**config.mk**
```make
export PLATFORM = sky130hd
export DESIGN_NAME = frs_ctrl
export DESIGN_NICKNAME = d
export VERILOG_FILES = /design/src/hdl/frs_pkg.sv /design/src/hdl/frs_ctrl.sv
export SDC_FILE = /design/constraint.sdc
export NUM_CORES = 1
export LEC_CHECK = 0
export ABC_AREA = 1
export BUFFER_PORTS_ARGS = -buffer_cell sky130_fd_sc_hd__buf_2
export CAP_MARGIN = 20
export CORE_AREA = 4 4 41 43
export CTS_BUF_LIST = sky130_fd_sc_hd__clkbuf_4
export DETAILED_ROUTE_END_ITERATION = 8
export DIE_AREA = 0 0 45 47
export GPL_ROUTABILITY_DRIVEN = 0
export PLACE_DENSITY_LB_ADDON = 0.25
export SETUP_SLACK_MARGIN = 0.15
export SKIP_LAST_GASP = 1
export SLEW_MARGIN = 20
export SYNTH_ARGS = -nofsm -noshare
export SYNTH_HDL_FRONTEND = slang
export SYNTH_SLANG_ARGS = --single-unit
```
**constraint.sdc**
```tcl
create_clock -name clk -period 1.05 [get_ports clk]
set_clock_uncertainty 0.05 [all_clocks]
set_input_delay 0.105 -clock clk [delete_from_list [all_inputs] [get_ports clk]]
set_output_delay 0.105 -clock clk [all_outputs]
set_load 0.03 [all_outputs]
```
**src/hdl/frs_pkg.sv**
```systemverilog
// ----------------------------------------------------------------------------
// frs_pkg
// Shared codes, widths and control/status bundles of the frame ring store.
// ----------------------------------------------------------------------------
package frs_pkg;

  localparam int CMD_W      = 2;
  localparam int BYTE_W     = 8;
  localparam int KIND_W     = 3;
  localparam int LEN_OUT_W  = 7;
  localparam int OUT_DATA_W = 16;
  localparam int CFG_W      = 9;
  localparam int RING_MIN   = 3;

  localparam logic [CFG_W-1:0] CFG_RST = 9'd256;

  localparam logic [CMD_W-1:0] CMD_ADD   = 2'd0;
  localparam logic [CMD_W-1:0] CMD_NEXT  = 2'd1;
  localparam logic [CMD_W-1:0] CMD_CUR   = 2'd2;
  localparam logic [CMD_W-1:0] CMD_CLEAR = 2'd3;

  localparam logic [KIND_W-1:0] K_ADD_DONE = 3'd0;
  localparam logic [KIND_W-1:0] K_BYTE     = 3'd1;
  localparam logic [KIND_W-1:0] K_NO_FRAME = 3'd2;
  localparam logic [KIND_W-1:0] K_EMPTY    = 3'd3;
  localparam logic [KIND_W-1:0] K_CLEARED  = 3'd4;
  localparam logic [KIND_W-1:0] K_OVERFLOW = 3'd5;

  typedef struct packed {
    logic take;     // input item accepted this cycle
    logic sweep;    // zero one length entry
    logic len_rd;   // read length of current slot
    logic chk;      // evaluate length just read
    logic emit;     // push next frame byte to output stage
    logic res;      // push pending single result to output stage
  } frs_cmd_t;

  typedef struct packed {
    logic cur_eq;      // cursors equal
    logic sweep_last;  // sweep at final slot
    logic len_zero;    // length read is zero
    logic emit_last;   // byte in flight is the frame's last
    logic out_free;    // output stage can load this cycle
  } frs_stat_t;

endpackage

```
**src/hdl/frs_ctrl.sv**
```systemverilog
// ----------------------------------------------------------------------------
// frs_ctrl
// Sequencer: accepts items, runs clear sweeps and frame read-out.
// ----------------------------------------------------------------------------
module frs_ctrl (
  input  logic                    clk,
  input  logic                    rst_n,
  input  logic                    in_tvalid,
  input  logic [frs_pkg::CMD_W-1:0] in_tuser,
  input  logic                    in_tlast,
  output logic                    in_tready,
  input  frs_pkg::frs_stat_t      stat,
  output frs_pkg::frs_cmd_t       cmd
);
  import frs_pkg::*;

  localparam logic [2:0] S_INIT = 3'd0;
  localparam logic [2:0] S_IDLE = 3'd1;
  localparam logic [2:0] S_CLR  = 3'd2;
  localparam logic [2:0] S_RES  = 3'd3;
  localparam logic [2:0] S_LEN  = 3'd4;
  localparam logic [2:0] S_CHK  = 3'd5;
  localparam logic [2:0] S_EMIT = 3'd6;

  logic [2:0] state_r, state_nxt;
  logic       take;

  assign in_tready = (state_r == S_IDLE);
  assign take      = in_tvalid && in_tready;

  always_comb begin
    cmd        = '0;
    cmd.take   = take;
    cmd.sweep  = (state_r == S_INIT) || (state_r == S_CLR);
    cmd.len_rd = (state_r == S_LEN);
    cmd.chk    = (state_r == S_CHK);
    cmd.emit   = (state_r == S_EMIT);
    cmd.res    = (state_r == S_RES);
  end

  always_comb begin
    state_nxt = state_r;
    case (state_r)
      S_INIT: if (stat.sweep_last) state_nxt = S_IDLE;
      S_IDLE: begin
        if (take) begin
          case (in_tuser)
            CMD_ADD:   state_nxt = in_tlast ? S_RES : S_IDLE;
            CMD_NEXT:  state_nxt = stat.cur_eq ? S_RES : S_LEN;
            CMD_CUR:   state_nxt = S_LEN;
            CMD_CLEAR: state_nxt = S_CLR;
            default:   state_nxt = S_IDLE;
          endcase
        end
      end
      S_CLR:  if (stat.sweep_last) state_nxt = S_RES;
      S_RES:  if (stat.out_free) state_nxt = S_IDLE;
      S_LEN:  state_nxt = S_CHK;
      S_CHK:  state_nxt = stat.len_zero ? S_RES : S_EMIT;
      S_EMIT: if (stat.out_free && stat.emit_last) state_nxt = S_IDLE;
      default: state_nxt = S_INIT;
    endcase
  end

  always_ff @(posedge clk) begin
    if (!rst_n) begin
      state_r <= S_INIT;
    end else begin
      state_r <= state_nxt;
    end
  end

endmodule

```
==> impl_metrics.csv, run 1 <==
group,metric,value,unit
clock_tree,cts-root-buf,"clkbuf_4",
logic_synthesis,ys_seq_area_share,14.0,%
timing,finalCritPeriodShare,120,%
place,port_buffers,17,
setup_path,worstPathCellList,"buf_12 > nor2_4 > buf_4 > buf_6",
drt,vias_per_cell,4.55,
logic_synthesis,yosysUniqueCellTypes,18,
hold_path,hp-class,"input pin to flip-flop",
setup_path,path_buf_inv,3,
power,ir_drop,0.00168,V
final_layout,areaGrowthSynthToFinish,75.9,%
final_layout,fin_nets,114,
drt,top_layer,"met4",
setup_path,crit_family,"flip-flops",
clock_tree,cts_tree,"done",
power,powerDensity,3220,nW/µm²
clock_tree,cts.sinks,3,
setup_path,r2r-start,"state_r[2]",
drt,wl_met2,665,µm
run,maxCapViolCount,0,
setup_path,ff2ff_setup_slack,-0.18,ns
grt,grt_pass1_wl,1930,µm
clock_tree,clk_pin_slew,0.04,ns
logic_synthesis,syn_avg_cell_area,5.74,µm²
die,fp-row-count,13,
clock_tree,cts_hold_buf,0,
grt,grt_max_degree,8,
place,dpl.hpwl,788,µm
final_layout,largest_register_ff_count,3,
drt,wl_met3,61,µm
drt,wl_per_cell,10.7,µm
power,p_leak,0.413,nW
timing,min_period,1.26,ns
drt,met1_length,502,µm
clock_tree,cts_buffers,3,
drt,vias,532,
place,place_area,547,µm²
final_layout,design_area,757,µm²
drt,firstDrtPassIters,4,
timing,finalMaxSlewViolations,0,
timing,finalHoldViolations,0,
setup_path,r2r_cells,9,
die,die-height,47,µm
timing,postLayoutSetupSlackWorst,-0.209,ns
hold_path,hold-path-endpoint,"state_r[1]",
die,initial_core_util,33.1,%
drt,drt_drc_violations_left,0,
setup_path,slowest_stage,"dfxtp_4",
setup_path,crit_path_max_incr_delay,0.39,ns
logic_synthesis,synthesis.nets,86,
setup_path,r2r_end,"state_r[1]",
logic_synthesis,synth_top_cell_area_share,19.2,%
setup_path,cp.required,0.89,ns
final_layout,final_cell_count_no_fill,117,
logic_synthesis,synthTopCellsByArea,"nand2_1, dfxtp_1, inv_1, nor2_1, buf_6",
drt,wirelength,1260,µm
die,num_io_pins,18,
place,placed_cells,107,
status,violations,"negative setup slack",
die,dieArea,2120,µm²
logic_synthesis,post-synth-top-area-cell,"nand2_1",
setup_path,critPathKind,"flip-flop to primary output",
drt,drt_iter0_drc,15,
timing,worst_pin_slew,0.172,ns
final_layout,top_register,"state_r",
grt,antenna_found_initial,0,
timing,relSlewSlack,88.5,%
drt,ant_nets,0,
final_layout,diodes,0,
timing,finalSetupViolCount,10,
clock_tree,clk_latency,0.24,ns
status,outcome,"complete, but fails checks",
grt,grt_use_total,12.2,%
setup_path,critPathMaxFanout,6,
final_layout,nFillCells,128,
timing,fmax,795,MHz
logic_synthesis,ys.warnings.count,0,
clock_tree,cts_buffer_depth,2,
final_layout,final_layout_size_suffix_gt1_share,59.8,%
grt,overflow,0,
logic_synthesis,syn_area,430,µm²
hold_path,hold_start,"rst_n",
logic_synthesis,syn_inst,75,
grt,grt_pass1_vias,506,
timing,rsz0062_at_grt,"yes",
logic_synthesis,ys_seq_elements,3,
power,finalPower,2.44,mW
setup_path,start_kind,"flip-flop",
die,coreArea,1300,µm²
clock_tree,htreeDepth,1,
die,die_w,45,µm
hold_path,hold_path_depth,3,
setup_path,crit_arrival,1.10,ns
setup_path,worst_setup_path_end_kind,"primary output",
final_layout,top_regs,"state_r: 3 flops",
==> cell usage in the layout (no fill, tap or decap) <==
cell      instances
nand3_1           4
buf_12            2
inv_2             4
nor3_4            1
and2_4            1
nor3_1            1
nand3_4           2
nand2_2           6
nand2_1          16
nand2_4           1
dfxtp_4           2
a21oi_1           2
nor2_1            8
nor2_4            5
nand4_1           1
nor2_2            3
dfxtp_2           1
buf_4             6
clkinv_8          1
clkbuf_4          4
inv_1             9
buf_2            10
inv_4             2
buf_6             9
nand3_2           1
==> layout make-up <==
type,instances,area [µm²],area share [%]
well taps,15,18.8,2.48
clock buffers,4,30.0,3.97
repair buffers,27,236,31.2
multi-input cells,52,325,43.0
flip-flops and latches,3,68.8,9.09
inverters,16,77.6,10.2
==> cell usage after synthesis, drive strengths merged <==
library cell / instances
nand2: 23
inv: 16
nor2: 16
nand3: 7
buf: 4
dfxtp: 3
a21oi: 2
nor3: 2
and2: 1
nand4: 1
==> cell families (layout without fill, tap and decap cells) <==
family / after synthesis / in the layout / synth area share (%)
flops: 3 / 3 / 14.0
buf+inv: 20 / 47 / 24.1
simple gates: 50 / 50 / 59.6
compound gates: 2 / 2 / 2.33
==> how the worst max path moves through the flow <==
stage          startpoint          to  slack [ns]  cells past startpoint
6_report       state_r[2]      cmd[4]       -0.21                      4
5_1_grt        state_r[0]  state_r[2]       -0.27                      9
4_1_cts        state_r[0]      cmd[3]       -0.18                      3
3_5_place_dp   state_r[1]  state_r[0]       -0.13                      9
3_3_place_gp   state_r[1]  state_r[0]       -0.14                      9
2_1_floorplan  state_r[2]  state_r[2]       -0.15                      7
==> layer usage <==
metal | global-route usage [%] | up-vias
li1 | - | 275
met1 | 14.0 | 226
met2 | 23.7 | 25
met3 | 0 | 6
met4 | 5.26 | 0
met5 | 0 | -
==> worst register-to-register path, stage by stage, from the launching register on <==
cell,delay (ns)
dfxtp_4,0.39
buf_12,0.14
nor2_4,0.10
nand2_1,0.07
and2_4,0.13
nand2_2,0.05
inv_2,0.04
nand2_2,0.06
nand2_2,0.05
nor2_2,0.09
==> report_power, final <==
group / total, mW / switching, mW / internal (mW)
sequential: 0.362 / 0.160 / 0.202
clock: 0.234 / 0.0657 / 0.169
combinational: 1.84 / 0.981 / 0.861
==> per-stage QoR <==
step	hold slack [ns]	setup WS, ns	util, %	TNS (ns)
final	0.0733	-0.209	58.2	-1.62
after global routing	0.0827	-0.265	58.2	-2.07
after CTS	0.0715	-0.184	53.4	-1.41
after detailed placement	0.314	-0.135	42.0	-0.483
after global placement	0.304	-0.142	42.0	-0.479
after floorplan	0.168	-0.151	-	-0.441
==> timing repair <==
action / 4_1_cts / 5_1_grt
pin swaps: 5 / 14
setup buffers: 5 / 1
resized for setup: 21 / 17
setup endpoints to repair: 10 / 10
No activity file was read; power rests on OpenSTA's default activity.
==> run 2, diff against run 1 <==
CORE_AREA = 2 2 39 41   (was 4 4 41 43)
DIE_AREA = 0 0 41 43   (was 0 0 45 47)
PLACE_DENSITY = 0.61   (was unset)
PLACE_DENSITY_LB_ADDON = unset   (was 0.25)
TNS_END_PERCENT = 1   (was unset)
==> run 2 against run 1 <==
  * Flip-flop and latch count unchanged
  * Core utilization down 7.4 points
  * Largest cell class unchanged
  * The run still ends with negative setup slack left
  * Critical path type unchanged
  * Register-to-register slack better by 0.05 ns
  * Hold slack better by 0.0055 ns
  * Highest routed layer is now met3
  * Largest power group unchanged
==> impl_metrics.csv, run 2 (synthesized netlist as in run 1, its figures left out) <==
group,metric,value,unit
setup_path,crit_end,"cmd[1]",
hold_path,hold_path_depth,3,
drt,wirelength,950,µm
die,die_w,41,µm
final_layout,final_common_cell,"nand2_1",
clock_tree,htreeDepth,1,
clock_tree,cts_tree,"done",
final_layout,fin_nets,111,
setup_path,r2r_cells,8,
grt,antenna_found_initial,0,
clock_tree,cts_buffer_depth,2,
grt,grt_pass1_vias,405,
setup_path,critPathMaxFanout,8,
drt,vias_per_cell,4.29,
drt,vias,493,
power,p_leak,0.398,nW
setup_path,cp.required,0.89,ns
place,dpl.hpwl,752,µm
drt,wl_per_cell,8.26,µm
grt,grt_use_total,12.5,%
drt,drt_drc_violations_left,0,
die,dieArea,1760,µm²
die,die-height,43,µm
final_layout,top_regs,"state_r: 3 flops",
drt,ant_nets,0,
timing,worst_pin_slew,0.147,ns
setup_path,start_kind,"flip-flop",
die,num_io_pins,18,
setup_path,r2r_end,"state_r[1]",
setup_path,cp-startpoint,"state_r[0]",
clock_tree,clk_latency,0.23,ns
hold_path,hp-class,"input pin to flip-flop",
timing,postLayoutSetupSlackWorst,-0.184,ns
grt,grt_max_degree,9,
drt,firstDrtPassIters,4,
setup_path,ff2ff_setup_slack,-0.13,ns
setup_path,path_depth,6,
timing,timing.hold.ws,0.0787,ns
clock_tree,cts.sinks,3,
place,dp_slack,-0.149,ns
status,violations,"negative setup slack",
setup_path,worstPathCellList,"buf_12 > inv_8 > nand3_4 > buf_6 > inv_2 > buf_6",
clock_tree,cts_hold_buf,0,
setup_path,path_buf_inv,5,
timing,fmax,810,MHz
final_layout,diodes,0,
timing,finalHoldViolations,0,
setup_path,cp_common_cell,"buf_6",
final_layout,largest_register_ff_count,3,
grt,grt_pass1_wl,1510,µm
timing,finalMaxSlewViolations,0,
timing,min_period,1.23,ns
setup_path,slowest_stage,"dfxtp_2",
final_layout,final_layout_size_suffix_gt1_share,48.5,%
final_layout,design_area,703,µm²
final_layout,areaGrowthSynthToFinish,63.4,%
timing,fin_tns_setup,-1.43,ns
place,placed_cells,110,
power,powerDensity,3130,nW/µm²
setup_path,r2r-start,"state_r[0]",
grt,overflow,0,
setup_path,critPathKind,"flip-flop to primary output",
status,outcome,"complete, but fails checks",
setup_path,crit_family,"buffers and inverters",
timing,rsz0062_at_grt,"yes",
die,fp-row-count,14,
run,maxCapViolCount,0,
place,port_buffers,17,
die,coreArea,1380,µm²
drt,drt_iter0_drc,3,
final_layout,postLayoutCoreUtil,50.8,%
final_layout,top_register,"state_r",
timing,finalSetupViolCount,10,
timing,relSlewSlack,90.2,%
setup_path,crit_arrival,1.08,ns
clock_tree,cts-root-buf,"clkbuf_4",
setup_path,worst_setup_path_end_kind,"primary output",
power,finalPower,2.20,mW
clock_tree,cts_buffers,3,
power,ir_drop,0.00105,V
final_layout,layout_common_cells,"nand2_1, inv_1, buf_2",
clock_tree,clk_pin_slew,0.04,ns
place,place_area,583,µm²
die,initial_core_util,31.1,%
final_layout,final_cell_count_no_fill,115,
setup_path,crit_path_max_incr_delay,0.32,ns
timing,finalCritPeriodShare,118,%
[run 2: cell types whose count changed in the layout (fill, tap and decap cells not counted), sizes merged]
cell / change
clkinv: -1
inv: +1
buf: -3
[run 2: what timing repair did]
item / 4_1_cts / 5_1_grt
buffers inserted: 1 / 0
setup endpoints to repair: 10 / 10
pin swaps: 2 / 0
resized for setup: 21 / 6
[run 2: worst min path at each step]
stage	from	end	slack, ns
after floorplan	rst_n	state_r[2]	0.18
after global routing	rst_n	state_r[2]	0.09
final	rst_n	state_r[2]	0.08
after detailed placement	rst_n	state_r[2]	0.31
after CTS	rst_n	state_r[2]	0.07
after global placement	rst_n	state_r[2]	0.31
[run 2: per-layer routing]
| layer | vias to the layer above | GRT usage, % | part of all wire, % |
|---|---|---|---|
| li1 | 268 | - | - |
| met1 | 213 | 15.7 | 44 |
| met2 | 12 | 19.1 | 52 |
| met3 | 0 | 3.14 | 3.7 |
| met4 | 0 | 6.00 | 0 |
| met5 | - | 0 | 0 |
[run 2: final cells by class]
cell class,instances,area (µm²)
Multi-Input combinational cell,52,303
Tap cell,16,20.0
Inverter,16,77.6
Sequential cell,3,63.8
Clock buffer,4,30.0
Fill cell,140,681
Timing Repair Buffer,24,209
[run 2: where the power goes]
group	switching [mW]	total, mW	internal, mW
combinational	0.978	1.75	0.774
sequential	0.0425	0.228	0.185
clock	0.0536	0.221	0.168
[run 2: worst register-to-register path, cell delays in order, from the launching register on]
cell and delay, ns:
dfxtp_2 0.33, buf_12 0.15, inv_8 0.05, nor2_4 0.10, nand3_1 0.09, nand2_2 0.09
nor2_4 0.04, nor2_1 0.11, nor2_2 0.05
==> run 3, diff against run 2 <==
CTS_BUF_LIST = unset   (was sky130_fd_sc_hd__clkbuf_4)
RECOVER_POWER = 25   (was unset)
==> run 3 against run 2 <==
  * Sequential share of layout area is 0.081 points higher
  * Core utilization is 0.45 points lower
  * Clock power is 13% lower
  * The flow still finishes with violations (negative setup slack)
  * Clock-buffer cell count stayed put
==> impl_metrics.csv, run 3 (synthesized netlist as in run 1, its figures left out) <==
group,metric,value,unit
clock_tree,cts_buffer_depth,2,
drt,wl_met2,478,µm
timing,finalHoldViolations,0,
place,dp_slack,-0.149,ns
final_layout,nFillCells,139,
setup_path,critPathKind,"flip-flop to primary output",
status,violations,"negative setup slack",
final_layout,largest_register_ff_count,3,
final_layout,regArea,63.8,µm²
timing,finalMaxSlewViolations,0,
clock_tree,htreeDepth,1,
timing,finalCritPeriodShare,117,%
run,maxCapViolCount,0,
final_layout,areaGrowthSynthToFinish,61.9,%
setup_path,critPathMaxFanout,8,
setup_path,crit_family,"buffers and inverters",
drt,wirelength,941,µm
place,dpl.hpwl,752,µm
setup_path,ff2ff_setup_slack,-0.13,ns
timing,rsz0062_at_grt,"yes",
die,die-height,43,µm
setup_path,worstPathCellList,"buf_12 > inv_8 > nand3_4 > buf_6 > inv_2 > buf_6",
drt,met1_length,427,µm
power,ir_drop,0.000986,V
grt,grt_use_total,12.3,%
grt,grt_pass1_wl,1480,µm
clock_tree,clk_pin_slew,0.03,ns
die,initial_core_util,31.1,%
setup_path,worst_setup_path_end_kind,"primary output",
drt,drt_iter0_drc,5,
setup_path,crit_arrival,1.08,ns
final_layout,final_layout_size_suffix_gt1_share,46.5,%
clock_tree,cts-root-buf,"clkbuf_4",
timing,relSlewSlack,90.2,%
drt,wl_met3,35,µm
setup_path,cp.required,0.89,ns
drt,wl_per_cell,8.18,µm
clock_tree,clk_latency,0.23,ns
power,finalPower,2.17,mW
clock_tree,cts_buffers,3,
power,p_leak,0.395,nW
drt,drt_drc_violations_left,0,
die,fp-row-count,14,
timing,min_period,1.23,ns
setup_path,path_depth,6,
drt,vias,481,
hold_path,hp-class,"input pin to flip-flop",
setup_path,start_kind,"flip-flop",
timing,finalSetupViolCount,10,
final_layout,top_regs,"state_r: 3 flops",
clock_tree,cts.sinks,3,
die,num_io_pins,18,
drt,firstDrtPassIters,4,
setup_path,slowest_stage,"dfxtp_2",
final_layout,final_common_cell,"nand2_1",
drt,top_layer,"met3",
drt,vias_per_cell,4.18,
power,powerDensity,3110,nW/µm²
die,dieArea,1760,µm²
status,outcome,"complete, but fails checks",
final_layout,layout_common_cells,"nand2_1, inv_1, buf_2",
timing,fmax,812,MHz
final_layout,top_register,"state_r",
setup_path,r2r_cells,8,
grt,antenna_found_initial,0,
clock_tree,cts_tree,"done",
setup_path,crit_path_max_incr_delay,0.32,ns
hold_path,hold_path_depth,3,
grt,grt_pass1_vias,396,
final_layout,fin_nets,111,
final_layout,diodes,0,
timing,postLayoutSetupSlackWorst,-0.181,ns
setup_path,cp_common_cell,"buf_6",
grt,grt_max_degree,9,
die,coreArea,1380,µm²
place,port_buffers,17,
drt,ant_nets,0,
grt,overflow,0,
setup_path,path_buf_inv,5,
timing,worst_pin_slew,0.147,ns
final_layout,multi_input_area,300,µm²
die,die_w,41,µm
==> run 3: repair_timing <==
| action | in CTS | in global routing |
|---|---|---|
| setup endpoints to repair | 10 | 10 |
| pin swaps | 2 | 0 |
| hold buffers | 0 | 0 |
| buffers inserted | 1 | 0 |
| gates resized for setup | 21 | 5 |
==> run 3: layout make-up <==
| type | instances | share of cell area, % |
|---|---|---|
| repair buffers | 24 | 30.0 |
| inverters | 16 | 11.1 |
| well taps | 16 | 2.87 |
| flip-flops and latches | 3 | 9.16 |
| clock buffers | 4 | 3.77 |
| multi-input cells | 52 | 43.1 |
==> run 3: through the flow <==
stage | util (%) | instances | setup TNS (ns) | instance area (µm²) | hold slack [ns]
4_1_cts | 49.0 | 115 | -1.53 | 678 | 0.0740
3_5_place_dp | 42.1 | 110 | -0.434 | 583 | 0.314
6_report | 50.4 | 115 | -1.45 | 697 | 0.0777
3_3_place_gp | 42.1 | 110 | -0.398 | 583 | 0.312
2_1_floorplan | - | 75 | -0.468 | 437 | 0.175
5_1_grt | 50.4 | 115 | -2.07 | 697 | 0.0909
==> run 3: tightest hold or removal path, cell delays in order <==
cell	delay (ns)
buf_2	0.12
nand2_1	0.06
nor2_1	0.03
==> run 3: power by group <==
part / internal [mW] / switching [mW]
logic: 0.772 / 0.975
registers: 0.185 / 0.0432
clock network: 0.142 / 0.0508
total: 1.10 / 1.07
==> run 3: path summary, 6_finish.rpt <==
kind | to | start
hold / removal | state_r[2] | rst_n
setup reg to reg | state_r[1] | state_r[0]
setup / recovery | cmd[1] | state_r[0]
hold reg to reg | state_r[0] | state_r[0]
==> run 3: metal layers <==
metal,up-vias,GRT usage [%]
met4,0,6.00
li1,267,-
met3,0,3.14
met2,12,18.8
met5,-,0
met1,202,15.3
